`config.mk`:
```
export PLATFORM = sky130hd
export DESIGN_NAME = audio_volume_ramp_gain
export DESIGN_NICKNAME = d
export VERILOG_FILES = /design/src/rtl/avrg_pkg.sv /design/src/rtl/avrg_front.sv /design/src/rtl/avrg_back.sv /design/src/rtl/audio_volume_ramp_gain.sv
export SDC_FILE = /design/constraint.sdc
export NUM_CORES = 2
export LEC_CHECK = 0
export ABC_AREA = 1
export BUFFER_PORTS_ARGS = -buffer_cell sky130_fd_sc_hd__buf_4
export CAP_MARGIN = 20
export CORE_MARGIN = 2
export CORE_UTILIZATION = 30
export CTS_CLUSTER_SIZE = 40
export DETAILED_ROUTE_END_ITERATION = 12
export GPL_TIMING_DRIVEN = 0
export HOLD_SLACK_MARGIN = 0.08
export PLACE_DENSITY_LB_ADDON = 0.2
export RECOVER_POWER = 100
export SLEW_MARGIN = 20
export SYNTH_ARGS = -nofsm -noshare
export SYNTH_HDL_FRONTEND = slang
export SYNTH_SLANG_ARGS = --single-unit
```
`constraint.sdc`:
```
create_clock -name clock -period 18 [get_ports clock]
set_input_delay 2.7 -clock clock [delete_from_list [all_inputs] [get_ports clock]]
set_output_delay 2.7 -clock clock [all_outputs]
set_load 0.1 [all_outputs]
```
`src/rtl/avrg_pkg.sv`:
```
package avrg_pkg;

   localparam int SampleWidth     = 16;
   localparam int VolWidth        = 15;
   localparam int StepWidth       = 5;
   localparam int DivWidth        = 8;
   localparam int CsrIndexWidth   = 2;
   localparam int LevelLast       = 30;
   localparam int NominalStepDef  = 20;
   localparam int StepReset       = 20;
   localparam int DivSteps        = 16;
   localparam int DivCountWidth   = $clog2(DivSteps + 1);

   localparam logic [SampleWidth-1:0] SatPos = 16'h7fff;
   localparam logic [SampleWidth-1:0] SatNeg = 16'h8000;

   typedef enum logic [CsrIndexWidth-1:0] {
      CSR_VOLUME_STEP = 2'd0,
      CSR_RAMP_UP     = 2'd1,
      CSR_RAMP_DOWN   = 2'd2
   } csr_index_type;

   typedef struct packed {
      logic [StepWidth-1:0] volume_step;
      logic [DivWidth-1:0]  ramp_up_divisor;
      logic [DivWidth-1:0]  ramp_down_divisor;
   } csr_type;

   // classified item as queued between front and back
   typedef struct packed {
      logic                   tick;
      logic                   unmute;
      logic                   neg;
      logic [SampleWidth-1:0] mag;
   } item_type;

   function automatic logic [VolWidth-1:0] level_at(input logic [StepWidth-1:0] idx);
      logic [VolWidth-1:0] lvl;
      unique case (idx)
         5'd0:  lvl = 15'd0;
         5'd1:  lvl = 15'd100;
         5'd2:  lvl = 15'd200;
         5'd3:  lvl = 15'd300;
         5'd4:  lvl = 15'd400;
         5'd5:  lvl = 15'd500;
         5'd6:  lvl = 15'd600;
         5'd7:  lvl = 15'd700;
         5'd8:  lvl = 15'd800;
         5'd9:  lvl = 15'd900;
         5'd10: lvl = 15'd1000;
         5'd11: lvl = 15'd1900;
         5'd12: lvl = 15'd2800;
         5'd13: lvl = 15'd3700;
         5'd14: lvl = 15'd4600;
         5'd15: lvl = 15'd5500;
         5'd16: lvl = 15'd6400;
         5'd17: lvl = 15'd7300;
         5'd18: lvl = 15'd8200;
         5'd19: lvl = 15'd9100;
         5'd20: lvl = 15'd10000;
         5'd21: lvl = 15'd11000;
         5'd22: lvl = 15'd12000;
         5'd23: lvl = 15'd13000;
         5'd24: lvl = 15'd14000;
         5'd25: lvl = 15'd15000;
         5'd26: lvl = 15'd16000;
         5'd27: lvl = 15'd17000;
         5'd28: lvl = 15'd18000;
         5'd29: lvl = 15'd19000;
         default: lvl = 15'd20000;   // top entry, and step 31 saturates here
      endcase
      return lvl;
   endfunction

endpackage

```
`src/rtl/avrg_front.sv`:
```
module avrg_front
   import avrg_pkg::*;
(
   input  logic        clock,
   input  logic        reset,
   input  logic        req_tvalid,
   output logic        req_tready,
   input  logic [23:0] req_tdata,    // [15:0] sample_in, [16] unmute_level, zero fill
   input  logic        req_tuser,    // [0] operation
   output item_type    item,
   output logic        item_valid,
   input  logic        item_pop
);

   localparam int Depth = 2;

   item_type   slot_ff [Depth];
   logic       wr_ptr_ff;
   logic       rd_ptr_ff;
   logic [1:0] count_ff;
   item_type   incoming;
   logic       push;

   always_comb begin
      incoming.tick   = req_tuser;
      incoming.unmute = req_tdata[16];
      incoming.neg    = req_tdata[15];
      incoming.mag    = req_tdata[15] ? SampleWidth'(-req_tdata[15:0]) : req_tdata[15:0];
   end

   assign req_tready = (count_ff != 2'(Depth));
   assign push       = req_tvalid && req_tready;
   assign item_valid = (count_ff != 2'd0);
   assign item       = slot_ff[rd_ptr_ff];

   always_ff @(posedge clock) begin
      if (push) begin
         slot_ff[wr_ptr_ff] <= incoming;
      end
      if (reset) begin
         wr_ptr_ff <= 1'b0;
         rd_ptr_ff <= 1'b0;
         count_ff  <= 2'd0;
      end else begin
         if (push) begin
            wr_ptr_ff <= ~wr_ptr_ff;
         end
         if (item_pop) begin
            rd_ptr_ff <= ~rd_ptr_ff;
         end
         count_ff <= count_ff + 2'(push) - 2'(item_pop);
      end
   end

endmodule

```
`src/rtl/avrg_back.sv`:
```
module avrg_back
   import avrg_pkg::*;
#(
   parameter int NOMINAL_STEP = NominalStepDef
) (
   input  logic        clock,
   input  logic        reset,
   input  csr_type     csr,
   input  item_type    item,
   input  logic        item_valid,
   output logic        item_pop,
   output logic        rsp_tvalid,
   input  logic        rsp_tready,
   output logic [47:0] rsp_tdata,
   output logic        rsp_tuser
);

   localparam logic [StepWidth-1:0] NomIdx =
      (NOMINAL_STEP > LevelLast) ? StepWidth'(LevelLast) : StepWidth'(NOMINAL_STEP);
   localparam logic [VolWidth-1:0] NomRaw  = level_at(NomIdx);
   localparam logic [VolWidth-1:0] Nominal = (NomRaw == '0) ? VolWidth'(1) : NomRaw;
   localparam int ProdWidth = SampleWidth + VolWidth;

   // exact floor(prod / Nominal) for any prod below 2^ProdWidth:
   // multiply by ceil(2^RecipShift / Nominal) and drop RecipShift bits
   localparam int RecipWidth     = 32;
   localparam int RecipProdWidth = ProdWidth + RecipWidth;
   localparam int RecipShift     = ProdWidth + $clog2(Nominal);
   localparam logic [63:0] RecipNum =
      (64'd1 << RecipShift) + 64'(Nominal) - 64'd1;
   localparam logic [RecipWidth-1:0] Recip = RecipWidth'(RecipNum / 64'(Nominal));

   typedef enum logic [2:0] {
      S_IDLE,
      S_MUL,
      S_LOAD,
      S_DIV,
      S_DONE
   } state_type;

   state_type                state_ff;
   logic [VolWidth-1:0]      vol_ff;
   logic                     unmute_ff;
   logic                     tick_ff;
   logic                     up_ff;
   logic                     neg_ff;
   logic                     sat_ff;
   logic [SampleWidth-1:0]   mag_ff;
   logic [ProdWidth-1:0]     prod_ff;
   logic [SampleWidth-1:0]   num_ff;
   logic [VolWidth-1:0]      rem_ff;
   logic [VolWidth-1:0]      den_ff;
   logic [SampleWidth-1:0]   quot_ff;
   logic [DivCountWidth-1:0] cnt_ff;
   logic                     rsp_valid_ff;
   logic [47:0]              rsp_data_ff;
   logic                     rsp_user_ff;

   logic [VolWidth-1:0]       target;
   logic                      go_up;
   logic                      go_down;
   logic [VolWidth-1:0]       span;
   logic [DivWidth-1:0]       div_raw;
   logic [VolWidth-1:0]       div_eff;
   logic [VolWidth-1:0]       dist_eff;
   logic [SampleWidth-1:0]    trial;
   logic                      trial_ge;
   logic [VolWidth-1:0]       rem_next;
   logic [VolWidth-1:0]       vol_new;
   logic                      over;
   logic [SampleWidth-1:0]    scaled;
   logic                      out_free;
   logic                      rsp_load;
   logic [RecipProdWidth-1:0] recip_prod;

   // ramp decision for the item at the head of the queue
   always_comb begin
      target   = item.unmute ? level_at(csr.volume_step) : '0;
      go_up    = vol_ff < target;
      go_down  = vol_ff > target;
      span     = go_up ? (target - vol_ff) : (vol_ff - target);
      div_raw  = go_up ? csr.ramp_up_divisor : csr.ramp_down_divisor;
      div_eff  = (div_raw == '0) ? VolWidth'(1) : VolWidth'(div_raw);
      dist_eff = (span < div_eff) ? div_eff : span;
   end

   // one restoring division step; remainder stays below the divisor
   always_comb begin
      trial    = {rem_ff, num_ff[SampleWidth-1]};
      trial_ge = trial >= {1'b0, den_ff};
      rem_next = trial_ge ? VolWidth'(trial - {1'b0, den_ff}) : trial[VolWidth-1:0];
   end

   always_comb begin
      recip_prod = RecipProdWidth'(prod_ff) * RecipProdWidth'(Recip);
   end

   always_comb begin
      vol_new = vol_ff;
      if (tick_ff) begin
         vol_new = up_ff ? (vol_ff + quot_ff[VolWidth-1:0])
                         : (vol_ff - quot_ff[VolWidth-1:0]);
      end
      over   = sat_ff || (neg_ff ? (quot_ff > SatNeg) : (quot_ff > SatPos));
      scaled = over ? (neg_ff ? SatNeg : SatPos)
                    : (neg_ff ? SampleWidth'(-quot_ff) : quot_ff);
   end

   assign out_free   = !rsp_valid_ff || rsp_tready;
   assign rsp_load   = (state_ff == S_DONE) && out_free;
   assign item_pop   = (state_ff == S_IDLE) && item_valid;
   assign rsp_tvalid = rsp_valid_ff;
   assign rsp_tdata  = rsp_data_ff;
   assign rsp_tuser  = rsp_user_ff;

   always_ff @(posedge clock) begin
      if (reset) begin
         state_ff     <= S_IDLE;
         vol_ff       <= '0;
         unmute_ff    <= 1'b0;
         rsp_valid_ff <= 1'b0;
      end else begin
         if (rsp_load) begin
            rsp_valid_ff <= 1'b1;
         end else if (rsp_tready) begin
            rsp_valid_ff <= 1'b0;
         end
         unique case (state_ff)
            S_IDLE: begin
               if (item_valid) begin
                  unmute_ff <= item.unmute;
                  tick_ff   <= item.tick;
                  neg_ff    <= item.neg;
                  mag_ff    <= item.mag;
                  up_ff     <= go_up;
                  sat_ff    <= 1'b0;
                  num_ff    <= {1'b0, dist_eff};
                  rem_ff    <= '0;
                  den_ff    <= div_eff;
                  cnt_ff    <= '0;
                  quot_ff   <= '0;
                  if (!item.tick) begin
                     state_ff <= S_MUL;
                  end else if (go_up || go_down) begin
                     state_ff <= S_DIV;
                  end else begin
                     state_ff <= S_DONE;
                  end
               end
            end
            S_MUL: begin
               prod_ff  <= ProdWidth'(mag_ff) * ProdWidth'(vol_ff);
               state_ff <= S_LOAD;
            end
            S_LOAD: begin
               // quotient of 2^16 or more saturates anyway
               if (prod_ff >= {Nominal, 16'd0}) begin
                  sat_ff <= 1'b1;
               end else begin
                  quot_ff <= recip_prod[RecipShift +: SampleWidth];
               end
               state_ff <= S_DONE;
            end
            S_DIV: begin
               rem_ff  <= rem_next;
               num_ff  <= num_ff << 1;
               quot_ff <= {quot_ff[SampleWidth-2:0], trial_ge};
               cnt_ff  <= cnt_ff + 1'b1;
               if (cnt_ff == DivCountWidth'(DivSteps - 1)) begin
                  state_ff <= S_DONE;
               end
            end
            S_DONE: begin
               if (out_free) begin
                  vol_ff       <= vol_new;
                  rsp_user_ff  <= !tick_ff;
                  rsp_data_ff  <= {(!unmute_ff && vol_new == '0), vol_new,
                                   tick_ff ? 32'd0 : {scaled, scaled}};
                  state_ff     <= S_IDLE;
               end
            end
            default: state_ff <= S_IDLE;
         endcase
      end
   end

endmodule

```
`src/rtl/audio_volume_ramp_gain.sv`:
```
// Soft-mute volume ramp with saturating gain. Each req transfer is a mono
// sample (req_tuser 0) or a ramp tick (req_tuser 1) and always updates the
// mute state from unmute_level; each yields exactly one rsp transfer. A tick
// moves the volume toward the table level at volume_step (zero when muted)
// by the remaining distance over the up or down divisor, at least one unit.
// A sample is scaled by volume / level(NOMINAL_STEP), truncated toward zero,
// saturated to 16 bits and copied to both halves of the stereo word. A tick
// runs a 16-step serial divider for the ramp (skipped when the volume is
// already at target). A sample steps through multiply, range check with a
// reciprocal multiply by the constant nominal level, and output. A two-entry
// input queue keeps req_tready high while one item is in the back end and
// another result waits on rsp. Registers are written by csr_we with no wait.
module audio_volume_ramp_gain
   import avrg_pkg::*;
#(
   parameter int NOMINAL_STEP = NominalStepDef
) (
   input  logic                     clock,
   input  logic                     reset,
   input  logic                     req_tvalid,
   output logic                     req_tready,
   input  logic [23:0]              req_tdata,   // [15:0] sample_in, [16] unmute_level
   input  logic                     req_tuser,   // [0] operation
   output logic                     rsp_tvalid,
   input  logic                     rsp_tready,
   output logic [47:0]              rsp_tdata,   // [31:0] stereo_word, [46:32] current_volume,
                                                 // [47] muted
   output logic                     rsp_tuser,   // [0] is_sample
   input  logic                     csr_we,
   input  logic [CsrIndexWidth-1:0] csr_index,
   input  logic [DivWidth-1:0]      csr_wdata
);

   csr_type  csr_ff;
   item_type item;
   logic     item_valid;
   logic     item_pop;

   always_ff @(posedge clock) begin
      if (reset) begin
         csr_ff.volume_step       <= StepWidth'(StepReset);
         csr_ff.ramp_up_divisor   <= DivWidth'(1);
         csr_ff.ramp_down_divisor <= DivWidth'(1);
      end else if (csr_we) begin
         unique case (csr_index)
            CSR_VOLUME_STEP: csr_ff.volume_step       <= csr_wdata[StepWidth-1:0];
            CSR_RAMP_UP:     csr_ff.ramp_up_divisor   <= csr_wdata;
            CSR_RAMP_DOWN:   csr_ff.ramp_down_divisor <= csr_wdata;
            default: ;
         endcase
      end
   end

   avrg_front u_front (
      .clock      (clock),
      .reset      (reset),
      .req_tvalid (req_tvalid),
      .req_tready (req_tready),
      .req_tdata  (req_tdata),
      .req_tuser  (req_tuser),
      .item       (item),
      .item_valid (item_valid),
      .item_pop   (item_pop)
   );

   avrg_back #(
      .NOMINAL_STEP (NOMINAL_STEP)
   ) u_back (
      .clock      (clock),
      .reset      (reset),
      .csr        (csr_ff),
      .item       (item),
      .item_valid (item_valid),
      .item_pop   (item_pop),
      .rsp_tvalid (rsp_tvalid),
      .rsp_tready (rsp_tready),
      .rsp_tdata  (rsp_tdata),
      .rsp_tuser  (rsp_tuser)
   );

endmodule

```
==> impl_metrics.toml <==
[cells_and_area]
diodes = 0
fill_cells = 13600
final_nets = 5576
drive_gt1_share_pct = 3.00
syn_to_final_growth_pct = 8.75

[flow_run]
cap_violations = 2

[timing]
max_slew_margin_pct = -15.9
slew_violations = 34
layout_worst_path_cycle_share_pct = 44.4
fin_tns_setup_ps = 0
setup_viol = 0
hold_viol_final = 0
worst_slack_ps = 10010
tightest_slew_ps = 1730
fin_hold_ws_ps = 452
fin_skew_ps = 25.7
rsz0062_at_grt = "no"
fin_crit_ps = 7990
max_freq_ghz = 0.125

[route]
dr.pass1.iters = 5
wl_per_cell_um = 18.5
drcViolationCount = 0
routed_wl_um = 113000
drt_iter0_drc = 1479
vias = 27900
antenna_left = 0
via_per_inst = 4.57

[clock_tree]
ctsHoldBuffers = 0
clk_pin_slew_ps = 60
cts_tree = "yes"
clk_latency_ps = 590
cts_resized = 0
htreeDepth = 1
cts.sink_count = 241
cts_setup_buffers = 0
numCtsBuffers = 27
cts.path.max_buffers = 3
cts_root_buffer = "clkbuf_16"

[critical_path]
cp_max_fo = 7
crit_path_start_kind = "flop"
cp-end-kind = "flop"
crit_required_ps = 18280
path_class = "reg -> reg"
worst_path_max_delay_cell = "edfxtp_1"
slowest_delay_ps = 730
critPathTopFamily = "adder cells"
path_common_cell = "fa_1"
critPathBufInv = 6
crit_arrival_ps = 8280

[global_routing]
grt_overflow = 0
track_usage_pct = 17.5
antenna_found_initial = 2
grt_max_degree = 29
grt_pass1_vias = 29500
grt_pass1_wl_um = 176000

[floorplanning]
initial_utilization_pct = 30.1
core_area_mm2 = 0.127
ios = 91
die_x_um = 362
fp.dieArea_mm2 = 0.131
rows = 131
die_y_um = 362

[placement]
pre_cts_slack_ps = 9990
gp_congestion = 0.914
hpwl_um = 99200
port_buffers = 83

[synth]
yosysMostFrequentCell = "inv_1"
synth_cells = 4294
synthArstFlopShare_pct = 0
synth.area.top_cells = "fa_1 (32%), ha_1 (17%), edfxtp_1 (14%)"
synth_ff_type = "edfxtp_1"
yosysTopAreaCellShare_pct = 31.6
synth_top_cell_by_area = "fa_1"
synth_common_cells = "inv_1 (1154), nand2_1 (642), fa_1 (605), ha_1 (518), a21oi_1 (222)"
synth_edf_count = 182
synth_seq_cells = 241
yosys_warnings = 0
syn_area_per_cell_um2 = 8.93
seq_area_frac_synth_pct = 17.3
synth_cell_type_count = 64
synth_nets = 5457
synthesis.area_mm2 = 0.0383

[outcome]
violations = "capacitance limit, slew limit"
status = "finished with violations"

[worst_hold_path]
min_path_type = "reg -> reg"
-- final cells by class --
cell class              count  area, um^2  share of cell area [%]
repair buffers             90         439                    1.05
plain buffers             100         454                    1.09
inverters                1161        4360                    10.5
flip-flops and latches    241        6650                    15.9
multi-input cells        2792       26800                    64.3
clock inverters             8        73.8                   0.177
clock buffers              42         833                    2.00
well taps                1662        2080                    4.99
-- sequential cells by signal, indices dropped and copies added (netlist names), named ones only --
| register | cells |
|---|---|
| u_back.state_ff | 3 |
| u_back.num_ff | 16 |
| u_front.count_ff | 2 |
| u_back.cnt_ff | 5 |
| u_back.up_ff | 1 |
| u_back.quot_ff | 16 |
| u_back.neg_ff | 1 |
| u_back.rem_ff | 15 |
| u_back.vol_ff | 15 |
| u_back.rsp_tvalid | 1 |
| u_back.den_ff | 8 |
| u_back.sat_ff | 1 |
| u_back.unmute_ff | 1 |
| csr_ff | 21 |
| u_back.rsp_tdata | 32 |
| u_back.mag_ff | 16 |
| u_back.tick_ff | 1 |
| u_front.wr_ptr_ff | 1 |
| u_back.prod_ff | 31 |
| u_front.slot_ff | 38 |
| u_front.rd_ptr_ff | 1 |
| u_back.rsp_tuser | 1 |
-- kinds of logic after synthesis --
kind of cell | Yosys count | share of synthesized area [%]
buffers and inverters | 1261 | 12.6
adder cells (fa/ha/maj) | 1123 | 48.5
AND/OR/NAND/NOR | 1021 | 11.1
AO/OA/AOI/OAI | 535 | 7.76
flip-flops | 241 | 17.3
XOR/XNOR | 94 | 2.15
multiplexers | 19 | 0.555
-- through the flow --
step / instance area, um^2 / util (%) / cells
2_1_floorplan: 38300 / - / 4294
3_3_place_gp: 41000 / 32.3 / 6039
3_5_place_dp: 41200 / 32.4 / 6046
4_1_cts: 42100 / 33.1 / 6096
5_1_grt: 41700 / 32.8 / 6096
6_report: 41700 / 32.8 / 6096
-- worst paths after layout --
path	start	to	slack [ps]	depth (start not counted)
min	csr_ff[1]	csr_ff[1]	450	2
max reg2reg	u_back.prod_ff[8]	u_back.quot_ff[10]	10010	25
max	u_back.prod_ff[8]	u_back.quot_ff[10]	10010	25
min reg2reg	csr_ff[1]	csr_ff[1]	450	2
-- cells in the final DEF, fill, tap and decap left out, types with 4 or more instances in the layout --
cell       Yosys  routed
a21boi_0       4       5
o221ai_1       5       5
a21oi_1      222     223
dfxtp_1       59      59
nor3b_1        6       6
nand4_1       24      24
xor2_1        65      65
or2_2          4       4
nor3_1        34      36
mux2_2        18      15
o31ai_1        5       5
edfxtp_1     182     182
nor4_1        14      14
clkbuf_4       0       5
a21o_1        10      10
o21bai_1      11      11
fa_1         605     605
clkbuf_1      69     145
clkinv_1       4       4
a211oi_1       8       8
o22ai_1        8       8
o21ai_0      198     199
o2111ai_1      4       4
nand3_1       80      80
ha_1         518     518
nand2_2        8       5
o21a_1        15      15
nand2_4        8       5
inv_1       1154    1154
a31oi_1       18      18
nand2_1      642     648
o211ai_1       6       6
nor2_1       189     189
clkbuf_16      0      30
xnor2_1       29      29
buf_4         17      39
-- tightest hold or removal path: stages (launching register included) --
cell and delay, ps:
dfxtp_1 300, inv_1 60, a21oi_1 50
-- metal layers --
layer	GRT usage (%)	up-vias	routed length (um)
met3	1.44	70	4370
met5	0	-	0
li1	-	13500	-
met2	30.3	526	54300
met4	2.57	0	1580
met1	24.4	13800	52500
Power is not shown: default switching activity piles up to over one toggle a cycle in this logic, so the estimate is an artifact.
